File: src/hdl/lscp_pkg.sv
// shared types and constants of the line scan centroid pid block
`timescale 1ns / 1ps
package lscp_pkg;

   localparam int IDX_W      = 9;
   localparam int CNT_W      = 10;
   localparam int SUM_W      = 17;
   localparam int SAMPLE_W   = 12;
   localparam int CENTER_W   = 9;
   localparam int OFFSET_W   = 7;
   localparam int GAIN_W     = 16;
   localparam int SPEED_W    = 16;
   localparam int CENT_W     = 13;
   localparam int STEER_W    = 24;
   localparam int FRAC_W     = 4;
   localparam int CSR_IDX_W  = 3;
   localparam int CSR_DATA_W = 16;

   localparam logic [CSR_IDX_W-1:0] CSR_PIXEL_THRESHOLD = 3'd0;
   localparam logic [CSR_IDX_W-1:0] CSR_GAIN_PROP       = 3'd1;
   localparam logic [CSR_IDX_W-1:0] CSR_GAIN_INTEG      = 3'd2;
   localparam logic [CSR_IDX_W-1:0] CSR_GAIN_DERIV      = 3'd3;
   localparam logic [CSR_IDX_W-1:0] CSR_SPEED_CMD       = 3'd4;
   localparam logic [CSR_IDX_W-1:0] CSR_TARGET_PIXEL    = 3'd5;
   localparam logic [CSR_IDX_W-1:0] CSR_CENTER_OFFSET   = 3'd6;

   localparam logic [SAMPLE_W-1:0] RST_PIXEL_THRESHOLD = 12'd41;
   localparam logic [CENTER_W-1:0] RST_TARGET_PIXEL    = 9'd147;
   localparam logic [OFFSET_W-1:0] RST_CENTER_OFFSET   = 7'd13;

   typedef struct packed {
      logic        [SAMPLE_W-1:0] pixel_threshold;
      logic signed [GAIN_W-1:0]   gain_prop;
      logic signed [GAIN_W-1:0]   gain_integ;
      logic signed [GAIN_W-1:0]   gain_deriv;
      logic signed [SPEED_W-1:0]  speed_cmd;
      logic        [CENTER_W-1:0] target_pixel;
      logic signed [OFFSET_W-1:0] center_offset;
   } cfg_type;

   // one finished scan line handed from front to back
   typedef struct packed {
      logic [CNT_W-1:0] hit_count;
      logic [SUM_W-1:0] moment_sum;
   } job_type;

endpackage

File: src/hdl/lscp_front.sv
// front end: thresholds pixels and sums hit count and index moment per line
`timescale 1ns / 1ps
module lscp_front
   import lscp_pkg::*;
#(
   parameter int MAX_PIXELS = 512
) (
   input  logic                clock,
   input  logic                reset,
   input  logic                push,
   input  logic [SAMPLE_W-1:0] pixel_sample,
   input  logic                last_pixel,
   input  logic [SAMPLE_W-1:0] pixel_threshold,
   input  logic                job_full,
   output logic                full,
   output logic                job_push,
   output job_type             job_data
);

   localparam logic [IDX_W-1:0] LAST_IDX = IDX_W'(MAX_PIXELS - 1);

   logic [IDX_W-1:0] index_ff, index_in;
   logic [CNT_W-1:0] hit_ff, hit_in;
   logic [SUM_W-1:0] moment_ff, moment_in;
   logic             overrun_ff, overrun_in;
   logic             accept;
   logic [CNT_W-1:0] hit_next;
   logic [SUM_W-1:0] moment_next;

   assign full   = job_full;
   assign accept = push && !job_full;

   always_comb begin
      hit_next    = hit_ff;
      moment_next = moment_ff;
      if (!overrun_ff && (pixel_sample > pixel_threshold)) begin
         hit_next    = hit_ff + CNT_W'(1);
         moment_next = moment_ff + SUM_W'(index_ff);
      end
   end

   always_comb begin
      index_in   = index_ff;
      hit_in     = hit_ff;
      moment_in  = moment_ff;
      overrun_in = overrun_ff;
      if (accept) begin
         if (last_pixel) begin
            index_in   = '0;
            hit_in     = '0;
            moment_in  = '0;
            overrun_in = 1'b0;
         end else begin
            hit_in    = hit_next;
            moment_in = moment_next;
            if (!overrun_ff) begin
               if (index_ff == LAST_IDX) begin
                  overrun_in = 1'b1;
               end else begin
                  index_in = index_ff + IDX_W'(1);
               end
            end
         end
      end
   end

   assign job_push            = accept && last_pixel;
   assign job_data.hit_count  = hit_next;
   assign job_data.moment_sum = moment_next;

   always_ff @(posedge clock) begin
      if (reset) begin
         index_ff   <= '0;
         hit_ff     <= '0;
         moment_ff  <= '0;
         overrun_ff <= 1'b0;
      end else begin
         index_ff   <= index_in;
         hit_ff     <= hit_in;
         moment_ff  <= moment_in;
         overrun_ff <= overrun_in;
      end
   end

endmodule

File: src/hdl/lscp_job_fifo.sv
// two-entry queue of finished scan lines between front and back
`timescale 1ns / 1ps
module lscp_job_fifo
   import lscp_pkg::*;
(
   input  logic    clock,
   input  logic    reset,
   input  logic    push,
   input  job_type push_data,
   input  logic    pop,
   output logic    full,
   output logic    empty,
   output job_type pop_data
);

   localparam int DEPTH = 2;
   localparam int PTR_W = $clog2(DEPTH);
   localparam int CNT_W_Q = $clog2(DEPTH + 1);

   job_type              mem_ff [DEPTH];
   logic [PTR_W-1:0]     wr_ptr_ff, wr_ptr_in;
   logic [PTR_W-1:0]     rd_ptr_ff, rd_ptr_in;
   logic [CNT_W_Q-1:0]   count_ff, count_in;
   logic                 do_push, do_pop;

   assign full     = (count_ff == CNT_W_Q'(DEPTH));
   assign empty    = (count_ff == '0);
   assign do_push  = push && !full;
   assign do_pop   = pop && !empty;
   assign pop_data = mem_ff[rd_ptr_ff];

   always_comb begin
      wr_ptr_in = do_push ? wr_ptr_ff + PTR_W'(1) : wr_ptr_ff;
      rd_ptr_in = do_pop ? rd_ptr_ff + PTR_W'(1) : rd_ptr_ff;
      count_in  = count_ff;
      if (do_push && !do_pop) begin
         count_in = count_ff + CNT_W_Q'(1);
      end else if (do_pop && !do_push) begin
         count_in = count_ff - CNT_W_Q'(1);
      end
   end

   always_ff @(posedge clock) begin
      if (do_push) begin
         mem_ff[wr_ptr_ff] <= push_data;
      end
   end

   always_ff @(posedge clock) begin
      if (reset) begin
         wr_ptr_ff <= '0;
         rd_ptr_ff <= '0;
         count_ff  <= '0;
      end else begin
         wr_ptr_ff <= wr_ptr_in;
         rd_ptr_ff <= rd_ptr_in;
         count_ff  <= count_in;
      end
   end

endmodule

File: src/hdl/lscp_back.sv
// back end: centroid divider, error, pid with one shared multiplier, result register
`timescale 1ns / 1ps
module lscp_back
   import lscp_pkg::*;
(
   input  logic                      clock,
   input  logic                      reset,
   input  cfg_type                   cfg,
   input  logic                      job_empty,
   input  job_type                   job_data,
   output logic                      job_pop,
   input  logic                      rsp_pop,
   output logic                      rsp_empty,
   output logic signed [STEER_W-1:0] rsp_steer_cmd,
   output logic signed [SPEED_W-1:0] rsp_speed_out,
   output logic [CENT_W-1:0]         rsp_line_centroid,
   output logic                      rsp_line_seen
);

   localparam int NUM_W   = SUM_W + FRAC_W + 1;
   localparam int STEP_W  = $clog2(NUM_W);
   localparam int ERR_W   = 16;
   localparam int DIFF_W  = ERR_W + 1;
   localparam int MUL_B_W = STEER_W;
   localparam int PROD_W  = GAIN_W + MUL_B_W;
   localparam int ACC_W   = PROD_W + 2;
   localparam int RND_SH  = 8;
   localparam logic [STEP_W-1:0] STEP_LAST = STEP_W'(NUM_W - 1);

   localparam logic [2:0] ST_IDLE  = 3'd0;
   localparam logic [2:0] ST_DIV   = 3'd1;
   localparam logic [2:0] ST_ERR   = 3'd2;
   localparam logic [2:0] ST_MUL_P = 3'd3;
   localparam logic [2:0] ST_MUL_I = 3'd4;
   localparam logic [2:0] ST_MUL_D = 3'd5;
   localparam logic [2:0] ST_SUM   = 3'd6;
   localparam logic [2:0] ST_OUT   = 3'd7;

   function automatic logic [STEER_W-1:0] sat_steer(input logic [ACC_W-1:0] x);
      logic [ACC_W-STEER_W:0] upper;
      upper = x[ACC_W-1:STEER_W-1];
      if ((&upper) || !(|upper)) begin
         return x[STEER_W-1:0];
      end else if (x[ACC_W-1]) begin
         return {1'b1, {(STEER_W-1){1'b0}}};
      end else begin
         return {1'b0, {(STEER_W-1){1'b1}}};
      end
   endfunction

   logic [2:0]               state_ff, state_in;
   logic [CNT_W-1:0]         rem_ff, rem_in;
   logic [NUM_W-1:0]         quot_ff, quot_in;
   logic [CNT_W-1:0]         divisor_ff, divisor_in;
   logic [STEP_W-1:0]        step_ff, step_in;
   logic                     seen_ff, seen_in;
   logic [CENT_W-1:0]        cent_ff, cent_in;
   logic [ERR_W-1:0]         err_ff, err_in;
   logic [DIFF_W-1:0]        diff_ff, diff_in;
   logic [ERR_W-1:0]         prev_err_ff, prev_err_in;
   logic [STEER_W-1:0]       integ_ff, integ_in;
   logic signed [PROD_W-1:0] prod_ff, prod_in;
   logic [ACC_W-1:0]         acc_ff, acc_in;
   logic                     out_valid_ff, out_valid_in;
   logic [STEER_W-1:0]       out_steer_ff, out_steer_in;
   logic [SPEED_W-1:0]       out_speed_ff, out_speed_in;
   logic [CENT_W-1:0]        out_cent_ff, out_cent_in;
   logic                     out_seen_ff, out_seen_in;

   logic [CNT_W:0]           trial;
   logic [ERR_W-1:0]         err_calc;
   logic [ACC_W-1:0]         isum;
   logic signed [GAIN_W-1:0] mul_a;
   logic signed [MUL_B_W-1:0] mul_b;
   logic signed [PROD_W-1:0] mul_p;
   logic [ACC_W-1:0]         prod_ext;
   logic [ACC_W-1:0]         rnd;
   logic                     out_free;

   assign trial    = {rem_ff, quot_ff[NUM_W-1]};
   assign out_free = !out_valid_ff || rsp_pop;

   // error in q.4: center - centroid + offset
   assign err_calc = {{(ERR_W-CENTER_W-FRAC_W){1'b0}}, cfg.target_pixel, {FRAC_W{1'b0}}}
                   - {{(ERR_W-CENT_W){1'b0}}, cent_ff}
                   + {{(ERR_W-OFFSET_W-FRAC_W){cfg.center_offset[OFFSET_W-1]}},
                      cfg.center_offset, {FRAC_W{1'b0}}};
   assign isum = {{(ACC_W-STEER_W){integ_ff[STEER_W-1]}}, integ_ff}
               + {{(ACC_W-ERR_W){err_calc[ERR_W-1]}}, err_calc};

   always_comb begin
      case (state_ff)
         ST_MUL_I: begin
            mul_a = cfg.gain_integ;
            mul_b = integ_ff;
         end
         ST_MUL_D: begin
            mul_a = cfg.gain_deriv;
            mul_b = {{(MUL_B_W-DIFF_W){diff_ff[DIFF_W-1]}}, diff_ff};
         end
         default: begin
            mul_a = cfg.gain_prop;
            mul_b = {{(MUL_B_W-ERR_W){err_ff[ERR_W-1]}}, err_ff};
         end
      endcase
   end

   assign mul_p    = mul_a * mul_b;
   assign prod_ext = {{(ACC_W-PROD_W){prod_ff[PROD_W-1]}}, prod_ff};
   assign rnd      = acc_ff + ACC_W'(1 << (RND_SH - 1));

   always_comb begin
      state_in     = state_ff;
      rem_in       = rem_ff;
      quot_in      = quot_ff;
      divisor_in   = divisor_ff;
      step_in      = step_ff;
      seen_in      = seen_ff;
      cent_in      = cent_ff;
      err_in       = err_ff;
      diff_in      = diff_ff;
      prev_err_in  = prev_err_ff;
      integ_in     = integ_ff;
      prod_in      = prod_ff;
      acc_in       = acc_ff;
      out_valid_in = out_valid_ff && !rsp_pop;
      out_steer_in = out_steer_ff;
      out_speed_in = out_speed_ff;
      out_cent_in  = out_cent_ff;
      out_seen_in  = out_seen_ff;
      job_pop      = 1'b0;
      case (state_ff)
         ST_IDLE: begin
            if (!job_empty) begin
               job_pop    = 1'b1;
               rem_in     = '0;
               step_in    = '0;
               divisor_in = job_data.hit_count;
               seen_in    = (job_data.hit_count != '0);
               quot_in    = {1'b0, job_data.moment_sum, {FRAC_W{1'b0}}}
                          + NUM_W'(job_data.hit_count >> 1);
               cent_in    = '0;
               state_in   = (job_data.hit_count != '0) ? ST_DIV : ST_ERR;
            end
         end
         ST_DIV: begin
            // restoring division, one quotient bit per cycle
            if (trial >= {1'b0, divisor_ff}) begin
               rem_in  = CNT_W'(trial - {1'b0, divisor_ff});
               quot_in = {quot_ff[NUM_W-2:0], 1'b1};
            end else begin
               rem_in  = trial[CNT_W-1:0];
               quot_in = {quot_ff[NUM_W-2:0], 1'b0};
            end
            step_in = step_ff + STEP_W'(1);
            if (step_ff == STEP_LAST) begin
               cent_in  = quot_in[CENT_W-1:0];
               state_in = ST_ERR;
            end
         end
         ST_ERR: begin
            err_in      = err_calc;
            diff_in     = {err_calc[ERR_W-1], err_calc} - {prev_err_ff[ERR_W-1], prev_err_ff};
            prev_err_in = err_calc;
            integ_in    = sat_steer(isum);
            state_in    = ST_MUL_P;
         end
         ST_MUL_P: begin
            prod_in  = mul_p;
            acc_in   = '0;
            state_in = ST_MUL_I;
         end
         ST_MUL_I: begin
            prod_in  = mul_p;
            acc_in   = acc_ff + prod_ext;
            state_in = ST_MUL_D;
         end
         ST_MUL_D: begin
            prod_in  = mul_p;
            acc_in   = acc_ff + prod_ext;
            state_in = ST_SUM;
         end
         ST_SUM: begin
            acc_in   = acc_ff + prod_ext;
            state_in = ST_OUT;
         end
         ST_OUT: begin
            if (out_free) begin
               out_valid_in = 1'b1;
               out_steer_in = sat_steer({{RND_SH{rnd[ACC_W-1]}}, rnd[ACC_W-1:RND_SH]});
               out_speed_in = cfg.speed_cmd;
               out_cent_in  = cent_ff;
               out_seen_in  = seen_ff;
               state_in     = ST_IDLE;
            end
         end
         default: begin
            state_in = ST_IDLE;
         end
      endcase
   end

   always_ff @(posedge clock) begin
      rem_ff       <= rem_in;
      quot_ff      <= quot_in;
      divisor_ff   <= divisor_in;
      step_ff      <= step_in;
      seen_ff      <= seen_in;
      cent_ff      <= cent_in;
      err_ff       <= err_in;
      diff_ff      <= diff_in;
      prod_ff      <= prod_in;
      acc_ff       <= acc_in;
      out_steer_ff <= out_steer_in;
      out_speed_ff <= out_speed_in;
      out_cent_ff  <= out_cent_in;
      out_seen_ff  <= out_seen_in;
   end

   always_ff @(posedge clock) begin
      if (reset) begin
         state_ff     <= ST_IDLE;
         prev_err_ff  <= '0;
         integ_ff     <= '0;
         out_valid_ff <= 1'b0;
      end else begin
         state_ff     <= state_in;
         prev_err_ff  <= prev_err_in;
         integ_ff     <= integ_in;
         out_valid_ff <= out_valid_in;
      end
   end

   assign rsp_empty         = !out_valid_ff;
   assign rsp_steer_cmd     = out_steer_ff;
   assign rsp_speed_out     = out_speed_ff;
   assign rsp_line_centroid = out_cent_ff;
   assign rsp_line_seen     = out_seen_ff;

endmodule

File: src/hdl/line_scan_centroid_pid.sv
// top level of the line scan centroid pid block
`timescale 1ns / 1ps
// Pixels of a scan line enter one per clock on the req_ queue while req_full is
// low; a pixel above pixel_threshold adds its index to the line's moment and
// one to its hit count, and pixels past the first MAX_PIXELS of a line are
// ignored until last_pixel. The pixel with last_pixel set closes the line and
// hands its sums to a two-line queue; req_full rises only while that queue holds
// two lines. The back end then takes the line, runs a restoring divider for the
// Q9.4 centroid (skipped if no hits), finds error and integral, forms three
// products through a single 16x24 multiplier, rounds, saturates and waits while
// the result register is unpopped. So pixels stream at one per clock as long as
// lines average as many pixels as the back end spends cycles on a line. Each
// line gives one rsp_ item held in an output register until popped. Write csr_
// registers only while no line is in flight and the result queue is empty.
module line_scan_centroid_pid
   import lscp_pkg::*;
#(
   parameter int MAX_PIXELS = 512
) (
   input  logic                         clock,
   input  logic                         reset,
   input  logic                         req_push,
   output logic                         req_full,
   input  logic [SAMPLE_W-1:0]          req_pixel_sample,
   input  logic                         req_last_pixel,
   output logic                         rsp_empty,
   input  logic                         rsp_pop,
   output logic signed [STEER_W-1:0]    rsp_steer_cmd,
   output logic signed [SPEED_W-1:0]    rsp_speed_out,
   output logic [CENT_W-1:0]            rsp_line_centroid,
   output logic                         rsp_line_seen,
   input  logic                         csr_wr_en,
   input  logic [CSR_IDX_W-1:0]         csr_index,
   input  logic [CSR_DATA_W-1:0]        csr_wdata
);

   cfg_type cfg_ff;
   logic    job_push, job_pop, job_full, job_empty;
   job_type job_in_data, job_out_data;

   always_ff @(posedge clock) begin
      if (reset) begin
         cfg_ff.pixel_threshold <= RST_PIXEL_THRESHOLD;
         cfg_ff.gain_prop       <= '0;
         cfg_ff.gain_integ      <= '0;
         cfg_ff.gain_deriv      <= '0;
         cfg_ff.speed_cmd       <= '0;
         cfg_ff.target_pixel    <= RST_TARGET_PIXEL;
         cfg_ff.center_offset   <= RST_CENTER_OFFSET;
      end else if (csr_wr_en) begin
         case (csr_index)
            CSR_PIXEL_THRESHOLD: cfg_ff.pixel_threshold <= csr_wdata[SAMPLE_W-1:0];
            CSR_GAIN_PROP:       cfg_ff.gain_prop       <= csr_wdata[GAIN_W-1:0];
            CSR_GAIN_INTEG:      cfg_ff.gain_integ      <= csr_wdata[GAIN_W-1:0];
            CSR_GAIN_DERIV:      cfg_ff.gain_deriv      <= csr_wdata[GAIN_W-1:0];
            CSR_SPEED_CMD:       cfg_ff.speed_cmd       <= csr_wdata[SPEED_W-1:0];
            CSR_TARGET_PIXEL:    cfg_ff.target_pixel    <= csr_wdata[CENTER_W-1:0];
            CSR_CENTER_OFFSET:   cfg_ff.center_offset   <= csr_wdata[OFFSET_W-1:0];
            default: begin
            end
         endcase
      end
   end

   lscp_front #(
      .MAX_PIXELS(MAX_PIXELS)
   ) u_front (
      .clock          (clock),
      .reset          (reset),
      .push           (req_push),
      .pixel_sample   (req_pixel_sample),
      .last_pixel     (req_last_pixel),
      .pixel_threshold(cfg_ff.pixel_threshold),
      .job_full       (job_full),
      .full           (req_full),
      .job_push       (job_push),
      .job_data       (job_in_data)
   );

   lscp_job_fifo u_job_fifo (
      .clock    (clock),
      .reset    (reset),
      .push     (job_push),
      .push_data(job_in_data),
      .pop      (job_pop),
      .full     (job_full),
      .empty    (job_empty),
      .pop_data (job_out_data)
   );

   lscp_back u_back (
      .clock            (clock),
      .reset            (reset),
      .cfg              (cfg_ff),
      .job_empty        (job_empty),
      .job_data         (job_out_data),
      .job_pop          (job_pop),
      .rsp_pop          (rsp_pop),
      .rsp_empty        (rsp_empty),
      .rsp_steer_cmd    (rsp_steer_cmd),
      .rsp_speed_out    (rsp_speed_out),
      .rsp_line_centroid(rsp_line_centroid),
      .rsp_line_seen    (rsp_line_seen)
   );

endmodule

File: config.mk
export PLATFORM = sky130hd
export DESIGN_NAME = line_scan_centroid_pid
export DESIGN_NICKNAME = d
export VERILOG_FILES = /design/src/hdl/lscp_pkg.sv /design/src/hdl/lscp_front.sv /design/src/hdl/lscp_job_fifo.sv /design/src/hdl/lscp_back.sv /design/src/hdl/line_scan_centroid_pid.sv
export SDC_FILE = /design/constraint.sdc
export NUM_CORES = 2
export LEC_CHECK = 0
export BUFFER_PORTS_ARGS = -buffer_cell sky130_fd_sc_hd__clkbuf_2
export CAP_MARGIN = 20
export CORE_MARGIN = 1.5
export CORE_UTILIZATION = 60
export DETAILED_ROUTE_END_ITERATION = 8
export GPL_TIMING_DRIVEN = 1
export PLACE_DENSITY = 0.84
export SLEW_MARGIN = 10
export SYNTH_ARGS = -nofsm -noshare
export SYNTH_HDL_FRONTEND = slang
export SYNTH_SLANG_ARGS = --single-unit
File: constraint.sdc
create_clock -name clock -period 22.5 [get_ports clock]
set_input_delay 3.375 -clock clock [delete_from_list [all_inputs] [get_ports clock]]
set_output_delay 3.375 -clock clock [all_outputs]
set_load 0.02 [all_outputs]
---- Word-level counts from Yosys, hierarchy flattened ----
Memory sizes are Yosys's and may differ from the RTL's. A register that Yosys moved wholly into a read port is not among the register bits.
Index checks and enable logic that the tools add are counted.
cells by class
  add/subtract/negate cells ............... 16
  equality and inequality tests ........... 21
  $mul .................................... 1
  multiplexer cells ....................... 43
  reductions and logical operators ........ 46
  magnitude comparators ................... 2
  bitwise gates (word level) .............. 1
operators with widths
  kind                                                             count
  24-bit two-way mux                                               4
  42-bit case mux with 2 select lines                              1
  24-bit case mux with 2 select lines                              1
  22-bit case mux with 2 select lines                              1
  42-bit adder                                                     1
  42-bit by 8-bit adder with 42-bit output, second input constant  1
  16-bit by 24-bit multiplier with 40-bit output                   1
  10-bit two-way mux                                               4
  17-bit two-way mux                                               2
  16-bit case mux with 2 select lines                              1
  9-bit two-way mux                                                3
  13-bit two-way mux                                               2
  13-bit case mux with 2 select lines                              1
  24-bit by 16-bit adder with 25-bit output                        1
  3-bit case mux with 8 select lines                               1
  21-bit by 9-bit adder with 22-bit output                         1
  22-bit two-way mux                                               1
  3-bit == test, second input constant                             7
  10-bit case mux with 2 select lines                              1
  2-bit AND reduction                                              10
  19-bit AND reduction                                             1
  19-bit OR reduction                                              1
  17-bit by 9-bit adder with 17-bit output                         1
  16-bit by 16-bit subtractor with 17-bit output                   1
  35 further kinds                                                 81
word-level totals
  input bits .............................. 37
  bits in writable memories ............... 54
  register bits ........................... 407
  output and inout bits ................... 56
  word-level logic and storage cells ...... 163
  memories ................................ 1
memory list
  memory             depth  width  rd ports  clocked after Yosys merged registers in  wr ports  line                 source
  u_job_fifo.mem_ff  2      27     1         1                                        1         lscp_job_fifo.sv:20  job_type mem_ff [DEPTH];

---- Depth between registers and ports, before layout ----
  word-level depth ........................ 9
  mapped depth ............................ 33
  mapped depth without buffers ............ 31

---- Hierarchy ----
Synthesis repeated with hierarchy kept, for this count alone.
unflattened totals
  cells, all modules ...................... 4,096
  area, all modules ....................... 39,432.8 µm²
modules (own cells, without submodules)
  module                  seq. area each (µm²)  cells an instance  times used  area an instance (µm²)
  lscp_back               7,707.4               3,255              1           30,478.0
  line_scan_centroid_pid  1,841.8               336                1           3,694.8
  lscp_front              740.7                 396                1           3,096.7
  lscp_job_fifo           1,721.7               109                1           2,163.3

---- Least setup slack after synthesis ----
Ideal clock, no wire load.
  path kind ............................... reg2reg
  start point ............................. reg u_back.state_ff[0]
  end point ............................... reg u_back.prod_ff[39] (data pin)
  buffers on the path ..................... 5
  slack ................................... 14.593 ns
  arrival time ............................ 7.647 ns
  clock period less this slack ............ 7.907 ns
  setup time .............................. 0.260 ns
  stages on the path, launching flop included .. 33
  required time ........................... 22.240 ns
  cells stage by stage .................... dfxtp_1 -> inv_1 -> ha_1 -> and2_1 -> clkbuf_1 -> nor2_1 -> clkbuf_1 -> buf_1 -> a221o_1 -> clkbuf_1 -> nand2_1 -> fa_1 -> inv_1 -> fa_1 -> inv_1 -> fa_1 -> inv_1 -> fa_1 -> fa_1 -> inv_1 -> fa_1 -> inv_1 -> ha_1 -> clkbuf_1 -> a211o_1 -> o211ai_1 -> a211oi_1 -> o31a_1 -> o31ai_1 -> a21oi_1 -> a211oi_1 -> a21oi_1 -> xnor2_1
between the ends
  longest elaborated chain between the ends .. 3
  elaborated cells between the ends (all ways) .. 5
  those cells by class .................... mul (1); eq/ne (2); mux (2)
RTL lines
  item                                                                                        line              source
  start, declared                                                                             lscp_back.sv:51   logic [2:0] state_ff, state_in;
  start signal, assigned                                                                      lscp_back.sv:227  state_ff <= state_in;
  3-bit == test                                                                               lscp_back.sv:92   case (state_ff)
  16-bit case mux with 2 select lines or 24-bit case mux with 2 select lines (tied branches)  lscp_back.sv:92
  16-bit by 24-bit multiplier with 40-bit output (*)                                          lscp_back.sv:108  assign mul_p = mul_a * mul_b;
  named net u_back.mul_p[39]                                                                  lscp_back.sv:75   logic signed [PROD_W-1:0] mul_p;
  end signal, assigned                                                                        lscp_back.sv:212  prod_ff <= prod_in;
  end, declared                                                                               lscp_back.sv:62   logic signed [PROD_W-1:0] prod_ff, prod_in;
The timed path passes the listed nets; every way through them passes the cells marked *.
A chain may end at the register's enable or synchronous reset.

---- Worst setup path in the final report ----
  start point ............................. reg u_back.state_ff[1]
  end point ............................... reg u_back.prod_ff[39] (data pin)
The elaborated chain is that of the path after synthesis.

==> results by group <==
Timing
  – Slew @ Worst Pin: around 1.3 ns
  – Max-Slew Margin vs Limit: 0.1640
  – Period utilization: 0.4324
  – Skew final: between 0.03 and 0.04 ns
  – Tmin final: 9.729 ns
  – Pins over their slew limit: 0
  – Unrepaired setup endpoints after global routing: no
  – Final hold violations: 0
  – Hold slack: 0.4309 ns
  – Setup total negative slack: 0 ns
  – Max Clock Freq: 102.8 MHz
  – Setup violators final: 0

Critical path
  – Crit path max fanout: 48
  – CP delay by family, top: adder cells
  – Slowest-stage cell, CP: clkinv_1
  – Worst path depth: 27
  – Crit-path most repeated cell: fa_1
  – Critical path class: flop to flop
  – Crit path buffers/inverters: 6
  – Startpoint Class: flop
  – Flop-to-flop setup slack: around 13 ns
  – CP required: 22.83 ns
  – Worst-case reg-to-reg path depth: 27
  – Worst Setup EP: u_back.prod_ff[39]
  – Worst setup startpoint: u_back.state_ff[1]
  – Origin of the critical flop-to-flop path: u_back.state_ff[1]
  – CP endpoint kind: flop
  – Reg-to-reg endpoint: u_back.prod_ff[39]
  – Critical Path AT: 10.06 ns
  – Slowest stage delay, CP: 0.65 ns

Place
  – Placed Area: 39720 µm²
  – PortBufs: 92
  – Placer Congestion: 0.9792
  – Final HPWL DP: between 70 and 80 mm

CTS
  – Hold-fix buffers, CTS: 0
  – Clock transition at path regs: 0.06 ns
  – CTS tree: yes
  – Setup bufs post-CTS: 0
  – Clock Latency Late Sink: ~0.64 ns
  – CTS Sinks: 460
  – CTS max path bufs: 3
  – Clock root cell: clkbuf_16
  – Post-cts resize count: 0
  – Num CTS Buffers: 50
  – Max H-tree Level: 2

Routing
  – First drt pass iteration count: 6
  – Mean routed wirelength per cell: 18.75 µm
  – Residual DRC: 0
  – WL final: 94.14 mm
  – Routed Antenna Nets: 0
  – Vias/cell: 5.922
  – Vias: 29.74k
  – Initial DRC Count: 2602

Layout
  – Net count, final: 4796
  – Register Area: approximately 12000 µm²
  – Layout Utilization: 0.6573
  – Fillers: 4762
  – Syn-to-layout area delta: 8.136%
  – Share of layout cells above drive strength 1: 0.07617
  – Most frequent cells in the layout: inv_1, nand2_1, fa_1
  – Multi-input logic area: 23630 µm²
  – Commonest non-fill, non-tap cell in the layout: inv_1
  – Post-route cell area: between 40000 and 50000 µm²

Yosys
  – Mapped Avg Cell Area: 9.374 µm²
  – Primary FF master, synth: edfxtp_1
  – Synthesized area: 38410 µm²
  – Synth top area share: 0.2212
  – Synth area leader: edfxtp_1
  – Mapped Cells: 4098
  – Yosys warning count: 0
  – Async SR Flop Fraction: 0
  – Yosys cell types: 94
  – Seq/Total Area, Yosys: 0.3135
  – #FFs+latches synth: 460
  – Post-synth EDFFs: 283
  – Synthesized Nets: 4761
  – Top post-synthesis cells by area: edfxtp_1, fa_1, dfxtp_1

Global route
  – Total GRT Usage: 0.2854
  – First-pass GRT wire length: 151.1 mm
  – Grt ovf: 0
  – Number of antenna violations at the first check in global routing: 0
  – Number of global-route vias before repair: 29.99k
  – Largest net degree at the start of global routing: 77

Pwr
  – Maximum VDD drop: 0.09603 mV
  – Leakage: 0.01799 µW
  – PwrDens: between 80 and 90 nW/µm²
  – Tot Pwr: 3570 µW

Floorplanning
  – Die Ht: 256.0 µm
  – Site row count: 92
  – Die W: 256.0 µm
  – Die ar.: 65550 µm²
  – Core area: 63200 µm²
  – Starting Density: 0.6079
  – IO Count: 93

Min path
  – Worst Hold Class: flop to flop

Outcome
  – Status: finished clean

Run
  – # Max-Cap Violations: 0
## state kept, by name (all words and copies together) (netlist names), 22 cells and up, named ones only
name                  flops
cfg_ff                   92
u_job_fifo.mem_ff        54
u_back.acc_ff            42
u_back.prod_ff           40
u_back.integ_ff          24
u_back.rsp_steer_cmd     24
u_back.quot_ff           22
## synth_stat cells (all sizes together), types with 9 or more instances
cell type and n:
a21o 67, clkbuf 140, inv 571, a22o 14, nor2b 36, o211ai 10, o22ai 12, ha 245
mux2 13, nand3b 11, o21ai 128, nand3 70, a221oi 30, a211oi 22, edfxtp 283, a221o 28
a31oi 28, nand2b 30, nand2 566, or3 19, fa 381, xnor2 124, a41oi 9, xor2 67
dfxtp 177, o21a 19, nand4 24, and2 35, or4 9, o21bai 17, buf 21, a21oi 314
and3 54, a211o 11, mux2i 26, nor2 340, nor3 42
## power breakdown
| part | leakage (µW) | internal, µW | total [µW] | switching [µW] |
|---|---|---|---|---|
| logic | 0.0131 | 601 | 1540 | 941 |
| registers | 0.00398 | 1070 | 1140 | 62.9 |
| clock network | 0.000870 | 511 | 890 | 380 |
| total | 0.0180 | 2190 | 3570 | 1380 |
## layer usage
metal | share of wire | global-route usage | vias to the layer above
met5 | 0 | 0 | -
met4 | 0.051 | 0.1361 | 0
met3 | 0.074 | 0.04595 | 299
met2 | 0.49 | 0.4955 | 1242
met1 | 0.39 | 0.3473 | 14450
li1 | - | - | 13750
## how the worst min path moves through the flow
stage	start	end	slack, ns	depth (start not counted)
finish	cfg_ff[23]	u_back.rsp_speed_out[7]	0.43	0
global route	cfg_ff[25]	u_back.rsp_speed_out[9]	0.44	0
floorplan	u_back.seen_ff	u_back.rsp_line_seen	0.40	0
CTS	cfg_ff[25]	u_back.rsp_speed_out[9]	0.43	0
global placement	cfg_ff[17]	u_back.rsp_speed_out[1]	0.41	0
detailed placement	cfg_ff[30]	u_back.rsp_speed_out[14]	0.42	0
## cell families after synthesis
family          synth area share
xor+xnor                 0.04355
flops                     0.3135
compound gates            0.1318
buf+inv                  0.07335
simple gates              0.1489
fa+ha+maj                 0.2784
mux                      0.01059
## metrics by stage
step                instances  setup slack (ns)
finish                   5022             12.77
floorplan                4098             14.59
CTS                      5020             12.86
global placement         4925             13.28
detailed placement       4926             12.95
global route             5021             12.29
## cell type report
| cell class | count | share of cell area |
|---|---|---|
| Sequential cell | 460 | 0.2899 |
| Inverter | 572 | 0.05169 |
| Timing Repair Buffer | 144 | 0.02057 |
| Multi-Input combinational cell | 2905 | 0.5689 |
| Tap cell | 846 | 0.02548 |
| Clock buffer | 55 | 0.03133 |
| Antenna cell | 1 | 0.00006024 |
| Clock inverter | 39 | 0.01214 |
No activity file was read; power rests on OpenSTA's default activity.
